File: src/sv/tlvp_pkg.sv
// Shared types and constants for the TLV record parser.
`timescale 1ns / 1ps

package tlvp_pkg;

    localparam int          BYTE_W      = 8;
    localparam int          POS_W       = 16;
    localparam int          TDATA_W     = 56;
    localparam int          FIFO_DEPTH  = 4;
    localparam int          FIFO_AW     = $clog2(FIFO_DEPTH);
    localparam int          FIFO_CW     = $clog2(FIFO_DEPTH + 1);
    localparam int          PADDR_W     = 3;
    localparam logic [7:0]  MAX_REC_RST = 8'd16;
    localparam logic [15:0] POS_LAST    = 16'hFFFF;

    // register index, taken from paddr[2]
    localparam logic REG_MAX_RECORDS = 1'b0;

    typedef enum logic [1:0] {
        PH_TYPE   = 2'd0,
        PH_LEN_LO = 2'd1,
        PH_LEN_HI = 2'd2,
        PH_VALUE  = 2'd3
    } phase_t;

    typedef enum logic [1:0] {
        KIND_RECORD = 2'd0,
        KIND_OK     = 2'd1,
        KIND_BAD    = 2'd2
    } kind_t;

    // packed so that record_type sits in the lowest bits
    typedef struct packed {
        logic [7:0]  record_count;
        logic [7:0]  record_index;
        logic [15:0] value_offset;
        logic [15:0] record_length;
        logic [7:0]  record_type;
    } payload_t;

    typedef struct packed {
        logic     last_of_run;
        kind_t    kind;
        payload_t payload;
    } result_t;

endpackage

File: src/sv/tlv_record_parser_top.sv
// TLV record parser: one frame byte per transfer in, records and frame status out.
//
// Takes one frame byte per clock while s_axis_tready is high and splits the frame
// into records (type byte, 16-bit little-endian length, value bytes). Each byte is
// parsed in the cycle of its transfer; its results are registered into a four-entry
// output queue and presented on the master side from its head. A byte may cause up
// to two results (a record and the frame status on the final byte), and the queue
// drains one result per cycle while m_axis_tready is high, so input is taken whenever
// at least two queue slots are free; with the output side ready the block sustains
// one byte per cycle. max_records resets to 16 and is read when a record completes.
// Malformed status means the records already sent for that frame are to be discarded.
`timescale 1ns / 1ps

module tlv_record_parser_top (
    input  logic                          clk,
    input  logic                          rst_n,
    // slave stream: tdata = data_byte, tlast = last_byte
    input  logic                          s_axis_tvalid,
    output logic                          s_axis_tready,
    input  logic [7:0]                    s_axis_tdata,
    input  logic                          s_axis_tlast,
    // master stream: tdata = record_type[7:0], record_length[23:8],
    // value_offset[39:24], record_index[47:40], record_count[55:48]
    output logic                          m_axis_tvalid,
    input  logic                          m_axis_tready,
    output logic [tlvp_pkg::TDATA_W-1:0]  m_axis_tdata,
    output logic [1:0]                    m_axis_tuser,   // kind
    output logic                          m_axis_tlast,   // last_of_run
    // configuration
    input  logic                          psel,
    input  logic                          penable,
    input  logic                          pwrite,
    input  logic [tlvp_pkg::PADDR_W-1:0]  paddr,
    input  logic [31:0]                   pwdata,
    output logic [31:0]                   prdata,
    output logic                          pready
);
    import tlvp_pkg::*;

    // configuration
    logic [7:0] max_records_reg;

    // frame state
    phase_t      phase_reg, phase_next;
    logic [7:0]  held_type_reg, held_type_next;
    logic [15:0] held_length_reg, held_length_next;
    logic [15:0] value_left_reg, value_left_next;
    logic [15:0] byte_position_reg, byte_position_next;
    logic [15:0] value_begin_reg, value_begin_next;
    logic [7:0]  kept_count_reg, kept_count_next;
    logic        overflow_reg, overflow_next;

    // output queue
    result_t              fifo_mem_reg [FIFO_DEPTH];
    logic [FIFO_AW-1:0]   wr_ptr_reg, wr_ptr_next;
    logic [FIFO_AW-1:0]   rd_ptr_reg, rd_ptr_next;
    logic [FIFO_CW-1:0]   fifo_cnt_reg, fifo_cnt_next;

    logic        in_xfer, out_xfer;
    logic        pos_at_end;
    logic [15:0] full_length;
    logic [15:0] left_dec;
    logic        rec_done;
    logic        rec_push, stat_push;
    result_t     rec_res, stat_res;
    logic [FIFO_AW-1:0] stat_slot;

    assign pready        = 1'b1;
    assign prdata        = (paddr[2] == REG_MAX_RECORDS) ? {24'd0, max_records_reg} : 32'd0;

    assign s_axis_tready = (fifo_cnt_reg <= FIFO_CW'(FIFO_DEPTH - 2));
    assign in_xfer       = s_axis_tvalid && s_axis_tready;
    assign out_xfer      = m_axis_tvalid && m_axis_tready;

    assign m_axis_tvalid = (fifo_cnt_reg != '0);
    assign m_axis_tdata  = fifo_mem_reg[rd_ptr_reg].payload;
    assign m_axis_tuser  = fifo_mem_reg[rd_ptr_reg].kind;
    assign m_axis_tlast  = fifo_mem_reg[rd_ptr_reg].last_of_run;

    assign pos_at_end  = (byte_position_reg == POS_LAST);
    assign full_length = {s_axis_tdata, held_length_reg[7:0]};
    assign left_dec    = value_left_reg - 16'd1;

    always_ff @(posedge clk or negedge rst_n)
    begin
        if (!rst_n)
        begin
            max_records_reg <= MAX_REC_RST;
        end
        else if (psel && penable && pwrite && pready && (paddr[2] == REG_MAX_RECORDS))
        begin
            max_records_reg <= pwdata[7:0];
        end
    end

    // next phase
    always_comb
    begin
        phase_next = phase_reg;
        if (in_xfer)
        begin
            if (!overflow_reg)
            begin
                unique case (phase_reg)
                    PH_TYPE:   phase_next = PH_LEN_LO;
                    PH_LEN_LO: phase_next = PH_LEN_HI;
                    PH_LEN_HI:
                    begin
                        if (!pos_at_end)
                            phase_next = (full_length == '0) ? PH_TYPE : PH_VALUE;
                    end
                    PH_VALUE:
                    begin
                        if (left_dec == '0)
                            phase_next = PH_TYPE;
                    end
                    default:   phase_next = PH_TYPE;
                endcase
            end
            if (s_axis_tlast)
                phase_next = PH_TYPE;
        end
    end

    // datapath and results
    always_comb
    begin
        logic   ovf;
        phase_t ph_after;

        held_type_next     = held_type_reg;
        held_length_next   = held_length_reg;
        value_left_next    = value_left_reg;
        byte_position_next = byte_position_reg;
        value_begin_next   = value_begin_reg;
        kept_count_next    = kept_count_reg;
        overflow_next      = overflow_reg;
        rec_done           = 1'b0;
        ovf                = overflow_reg;
        ph_after           = phase_reg;

        if (in_xfer && !overflow_reg)
        begin
            unique case (phase_reg)
                PH_TYPE:
                begin
                    held_type_next = s_axis_tdata;
                    ph_after       = PH_LEN_LO;
                end
                PH_LEN_LO:
                begin
                    held_length_next = {8'd0, s_axis_tdata};
                    ph_after         = PH_LEN_HI;
                end
                PH_LEN_HI:
                begin
                    held_length_next = full_length;
                    if (pos_at_end)
                    begin
                        ovf = 1'b1;
                    end
                    else
                    begin
                        value_begin_next = byte_position_reg + 16'd1;
                        value_left_next  = full_length;
                        rec_done         = (full_length == '0);
                        ph_after         = (full_length == '0) ? PH_TYPE : PH_VALUE;
                    end
                end
                PH_VALUE:
                begin
                    value_left_next = left_dec;
                    rec_done        = (left_dec == '0);
                    ph_after        = (left_dec == '0) ? PH_TYPE : PH_VALUE;
                end
                default:
                begin
                    ph_after = PH_TYPE;
                end
            endcase
            if (pos_at_end && !s_axis_tlast)
                ovf = 1'b1;
            if (!ovf)
                byte_position_next = byte_position_reg + 16'd1;
            overflow_next = ovf;
        end

        rec_push = rec_done && (kept_count_reg < max_records_reg);
        if (rec_push)
            kept_count_next = kept_count_reg + 8'd1;

        stat_push = in_xfer && s_axis_tlast;

        rec_res                       = '0;
        rec_res.kind                  = KIND_RECORD;
        rec_res.payload.record_type   = held_type_next;
        rec_res.payload.record_length = held_length_next;
        rec_res.payload.value_offset  = value_begin_next;
        rec_res.payload.record_index  = kept_count_reg;
        rec_res.last_of_run           = !stat_push;

        stat_res                      = '0;
        stat_res.kind                 = (ovf || (ph_after != PH_TYPE)) ? KIND_BAD : KIND_OK;
        stat_res.payload.record_count = kept_count_next;
        stat_res.last_of_run          = 1'b1;

        if (stat_push)
        begin
            held_type_next     = '0;
            held_length_next   = '0;
            value_left_next    = '0;
            byte_position_next = '0;
            value_begin_next   = '0;
            kept_count_next    = '0;
            overflow_next      = 1'b0;
        end

        stat_slot     = rec_push ? (wr_ptr_reg + FIFO_AW'(1)) : wr_ptr_reg;
        wr_ptr_next   = wr_ptr_reg + FIFO_AW'(rec_push) + FIFO_AW'(stat_push);
        rd_ptr_next   = rd_ptr_reg + FIFO_AW'(out_xfer);
        fifo_cnt_next = fifo_cnt_reg + FIFO_CW'(rec_push) + FIFO_CW'(stat_push)
                        - FIFO_CW'(out_xfer);
    end

    always_ff @(posedge clk or negedge rst_n)
    begin
        if (!rst_n)
        begin
            phase_reg         <= PH_TYPE;
            held_type_reg     <= '0;
            held_length_reg   <= '0;
            value_left_reg    <= '0;
            byte_position_reg <= '0;
            value_begin_reg   <= '0;
            kept_count_reg    <= '0;
            overflow_reg      <= 1'b0;
            wr_ptr_reg        <= '0;
            rd_ptr_reg        <= '0;
            fifo_cnt_reg      <= '0;
        end
        else
        begin
            phase_reg         <= phase_next;
            held_type_reg     <= held_type_next;
            held_length_reg   <= held_length_next;
            value_left_reg    <= value_left_next;
            byte_position_reg <= byte_position_next;
            value_begin_reg   <= value_begin_next;
            kept_count_reg    <= kept_count_next;
            overflow_reg      <= overflow_next;
            wr_ptr_reg        <= wr_ptr_next;
            rd_ptr_reg        <= rd_ptr_next;
            fifo_cnt_reg      <= fifo_cnt_next;
        end
    end

    // queue storage, no reset needed
    always_ff @(posedge clk)
    begin
        if (rec_push)
            fifo_mem_reg[wr_ptr_reg] <= rec_res;
        if (stat_push)
            fifo_mem_reg[stat_slot] <= stat_res;
    end

    a_fifo_bound: assert property (@(posedge clk) disable iff (!rst_n)
        fifo_cnt_reg <= FIFO_CW'(FIFO_DEPTH))
        else $error("output queue count beyond depth");

    a_frame_clear: assert property (@(posedge clk) disable iff (!rst_n)
        (in_xfer && s_axis_tlast) |=>
            (phase_reg == PH_TYPE && byte_position_reg == '0 && kept_count_reg == '0
             && !overflow_reg))
        else $error("frame state not cleared after final byte");

    a_overflow_pos: assert property (@(posedge clk) disable iff (!rst_n)
        overflow_reg |-> (byte_position_reg == POS_LAST))
        else $error("overflow flag set away from last position");

    a_value_left: assert property (@(posedge clk) disable iff (!rst_n)
        (phase_reg == PH_VALUE) |-> (value_left_reg != '0))
        else $error("value phase with nothing left");

endmodule
File: config.mk
export PLATFORM = sky130hd
export DESIGN_NAME = tlv_record_parser_top
export DESIGN_NICKNAME = d
export VERILOG_FILES = /design/src/sv/tlvp_pkg.sv /design/src/sv/tlv_record_parser_top.sv
export SDC_FILE = /design/constraint.sdc
export NUM_CORES = 1
export LEC_CHECK = 0
export BUFFER_PORTS_ARGS = -buffer_cell sky130_fd_sc_hd__clkbuf_2
export CAP_MARGIN = 20
export CORE_AREA = 5 5 234 236
export CTS_BUF_LIST = sky130_fd_sc_hd__clkbuf_8
export CTS_CLUSTER_DIAMETER = 80
export DETAILED_ROUTE_END_ITERATION = 12
export DIE_AREA = 0 0 239 241
export GPL_TIMING_DRIVEN = 1
export HOLD_SLACK_MARGIN = 0.08
export PLACE_DENSITY = 0.47
export SKIP_LAST_GASP = 1
export SLEW_MARGIN = 20
export SYNTH_ARGS = -nofsm -noshare
export SYNTH_HDL_FRONTEND = slang
export SYNTH_SLANG_ARGS = --single-unit
File: constraint.sdc
create_clock -name clk -period 8.2 [get_ports clk]
set_input_delay 1.64 -clock clk [delete_from_list [all_inputs] [get_ports clk]]
set_output_delay 1.64 -clock clk [all_outputs]
set_load 0.01 [all_outputs]
==> qor.yml <==
drt:
  drc: 0
  dr.first_iter.drc_count: 821
  wl_per_cell_um: 19.1
  post_drt_via_cell_ratio: 4.90
  via_count: 12100
  ant_nets: 0
  firstDrtPassIters: 5
  wl_um: 47100
grt:
  grt_max_degree: 51
  grt.total_usage_pct: 16.1
  grt_pass1_vias: 12200
  grt_pass1_wl_um: 72600
  grt_antenna_before_repair: 3
  overflow: 0
setup_path:
  r2r-end: "fifo_mem_reg[3][48]"
  r2r_cells: 10
  r2r-start: "value_left_reg[0]"
  crit_fanout: 30
  cp-start-kind: "primary input"
  crit_path_end: "fifo_mem_reg[3][48]"
  crit_start: "s_axis_tvalid"
  critical_path.slowest_cell: "a211oi_1"
  worstSetupPathType: "in2reg"
  rrSetupSlack_ns: 2.96
  cp.arrival_ns: 5.58
  path_cells: "clkbuf_2, o211ai_1, a211oi_1, and2_1, a41o_1, nand2_2, buf_4, nand2_1"
  critical_path_required_ns: 8.51
  max_stage_delay_ns: 0.80
  end_kind: "flip-flop"
cts:
  clkLatencyLatePin_ns: 0.67
  clock-sinks: 334
  clockBufferDepth: 3
  clock_tree.root_cell: "clkbuf_8"
  htree_levels: 2
  postCtsResizedCells: 0
  cts_tree: "yes"
  hold_buffers: 0
  post_cts_buffers: 0
  path_clk_slew_ns: 0.06
  cts_buffers: 61
floorplanning:
  core_area_um2: 52200
  die_x_um: 239
  die_h_um: 241
  ioPinCount: 145
  dieArea_um2: 57600
  initial_core_util_pct: 29.7
  rows: 84
layout:
  stdcell_area_um2: 17600
  nets: 1807
  syn2layout_area_growth_pct: 13.6
  drive_gt1_share_pct: 17.7
  largest_register_ffs: 236
sta:
  grt_setup_unrepaired: "no"
  max_slew_margin_pct: 31.2
  finalSetupTns_ns: 0
  setup_violations: 0
  finalClockSkew_ns: 0.0475
  max_freq_mhz: 190
  fin_crit_ns: 5.28
  slew_viol_final: 0
  hold_viol_final: 0
  period_share_pct: 64.3
  worst_slew_pin_slew_ns: 1.03
yosys:
  ys.flop_type: "dfxtp_1"
  yosysTopAreaCellShare_pct: 25.3
  yosys_warnings: 0
  synthArstFlopShare_pct: 29.3
  yosys.area.top_type: "dfxtp_1"
  synth_cell_types: 59
  synth_most_common_cell: "nand2_1"
  synthTopCellsByArea: "dfxtp_1 25%, dfrtp_1 16%, nand2_1 11%"
  syn_area_per_cell_um2: 9.29
  synthCells: 1667
  syn_area_um2: 15500
  yosys-top-cells-count: "452 x nand2_1, 202 x a21oi_1, 196 x dfxtp_1"
  synth_edf_count: 40
  yosysSeqAreaShare_pct: 48.9
  synth-seq-cells: 334
placed_design:
  port_buffers: 93
  postPlaceCellArea_um2: 16400
  gp_congestion: 0.803
  hpwl_um: 28300
flow_run:
  drv_cap: 0
outcome:
  status: "finished clean"
power_and_ir_drop:
  p_leak_nw: 6.95
  peakVddDrop_v: 0.000142
  power_density_nw_per_um2: 279
hold_path:
  hold_class: "reg2reg"
[worst max-delay path, delay by kind of cell]
kind                   cells  cell delay [ns]
AOI/OAI and AO/OA          3             2.00
and+or+nand+nor            3             1.35
buffers and inverters      2             0.58
[layout make-up]
type / instances / area, µm²
clock inverter: 42 / 224
tap: 688 / 861
fill: 5382 / 34600
multi-input combinational: 1195 / 7230
clock buffer: 71 / 977
inverter: 28 / 105
timing repair buffer: 111 / 603
sequential: 334 / 7590
antenna: 2 / 5.00
[worst min-delay path by stage]
stage | cells past startpoint | slack [ns] | start | to
detailed placement | 2 | 0.44 | fifo_mem_reg[2][8] | fifo_mem_reg[2][8]
floorplan | 2 | 0.43 | fifo_mem_reg[2][0] | fifo_mem_reg[2][0]
CTS | 2 | 0.45 | fifo_mem_reg[3][18] | fifo_mem_reg[3][18]
global route | 2 | 0.46 | fifo_mem_reg[0][39] | fifo_mem_reg[0][39]
global placement | 2 | 0.43 | fifo_mem_reg[1][6] | fifo_mem_reg[1][6]
finish | 2 | 0.45 | fifo_mem_reg[2][9] | fifo_mem_reg[2][9]
[logic make-up (layout without fill, tap and decap cells)]
logic type	count (synthesis)	after routing	share of synthesized area [%]
other	2	27	0.0485
and+or+nand+nor	698	698	19.4
xor gates and xnor gates	29	29	1.64
adders and majority gates	25	25	2.16
AOI/OAI and AO/OA	330	330	12.1
DFF	334	334	48.9
muxes	88	88	10.6
buffers and inverters	161	252	5.12
[stage by stage]
stage | utilization, % | setup WS (ns) | instances | power, W | hold WS, ns
after floorplan | - | 4.41 | 1690 | 0.00300 | 0.426
after global placement | 31.4 | 2.21 | 2356 | 0.00339 | 0.434
after detailed placement | 31.4 | 2.23 | 2356 | 0.00342 | 0.442
after CTS | 33.7 | 2.89 | 2469 | 0.00498 | 0.449
after global routing | 33.7 | 2.54 | 2471 | 0.00522 | 0.460
final | 33.7 | 2.92 | 2471 | 0.00491 | 0.449
[cells in the final DEF (no fill, tap or decap), drive strengths merged, types with 4 or more instances in the layout]
cell type  count
nor3b          4
or2            4
o21ai         59
mux4          59
mux2          19
nor4          10
inv           54
a21oi        222
nor2b         11
clkinv        12
clkbuf       163
o211ai        11
a31oi          6
a22o          10
edfxtp        40
xnor2         16
nand3         10
and3          14
conb          25
dfrtp         97
buf           19
nand2        454
ha            22
and2          61
dfxtp        196
nor2         106
xor2          13
mux2i         10
o31ai         11
nor3           8
nand4          8
[power by group]
part | internal (W) | switching (W) | leakage [nW] | total (W)
clock network | 0.000819 | 0.000722 | 0.704 | 0.00154
registers | 0.00183 | 0.000198 | 3.28 | 0.00202
logic | 0.000523 | 0.000817 | 2.96 | 0.00134
total | 0.00317 | 0.00174 | 6.95 | 0.00491
[per-layer routing]
metal | global-route usage, % | vias up | wire (µm)
met5 | 0 | - | 13
li1 | - | 5765 | -
met4 | 5.98 | 2 | 1430
met1 | 20.7 | 5909 | 20100
met3 | 2.86 | 93 | 2600
met2 | 27.3 | 333 | 23000
No activity file was read; power rests on OpenSTA's default activity.
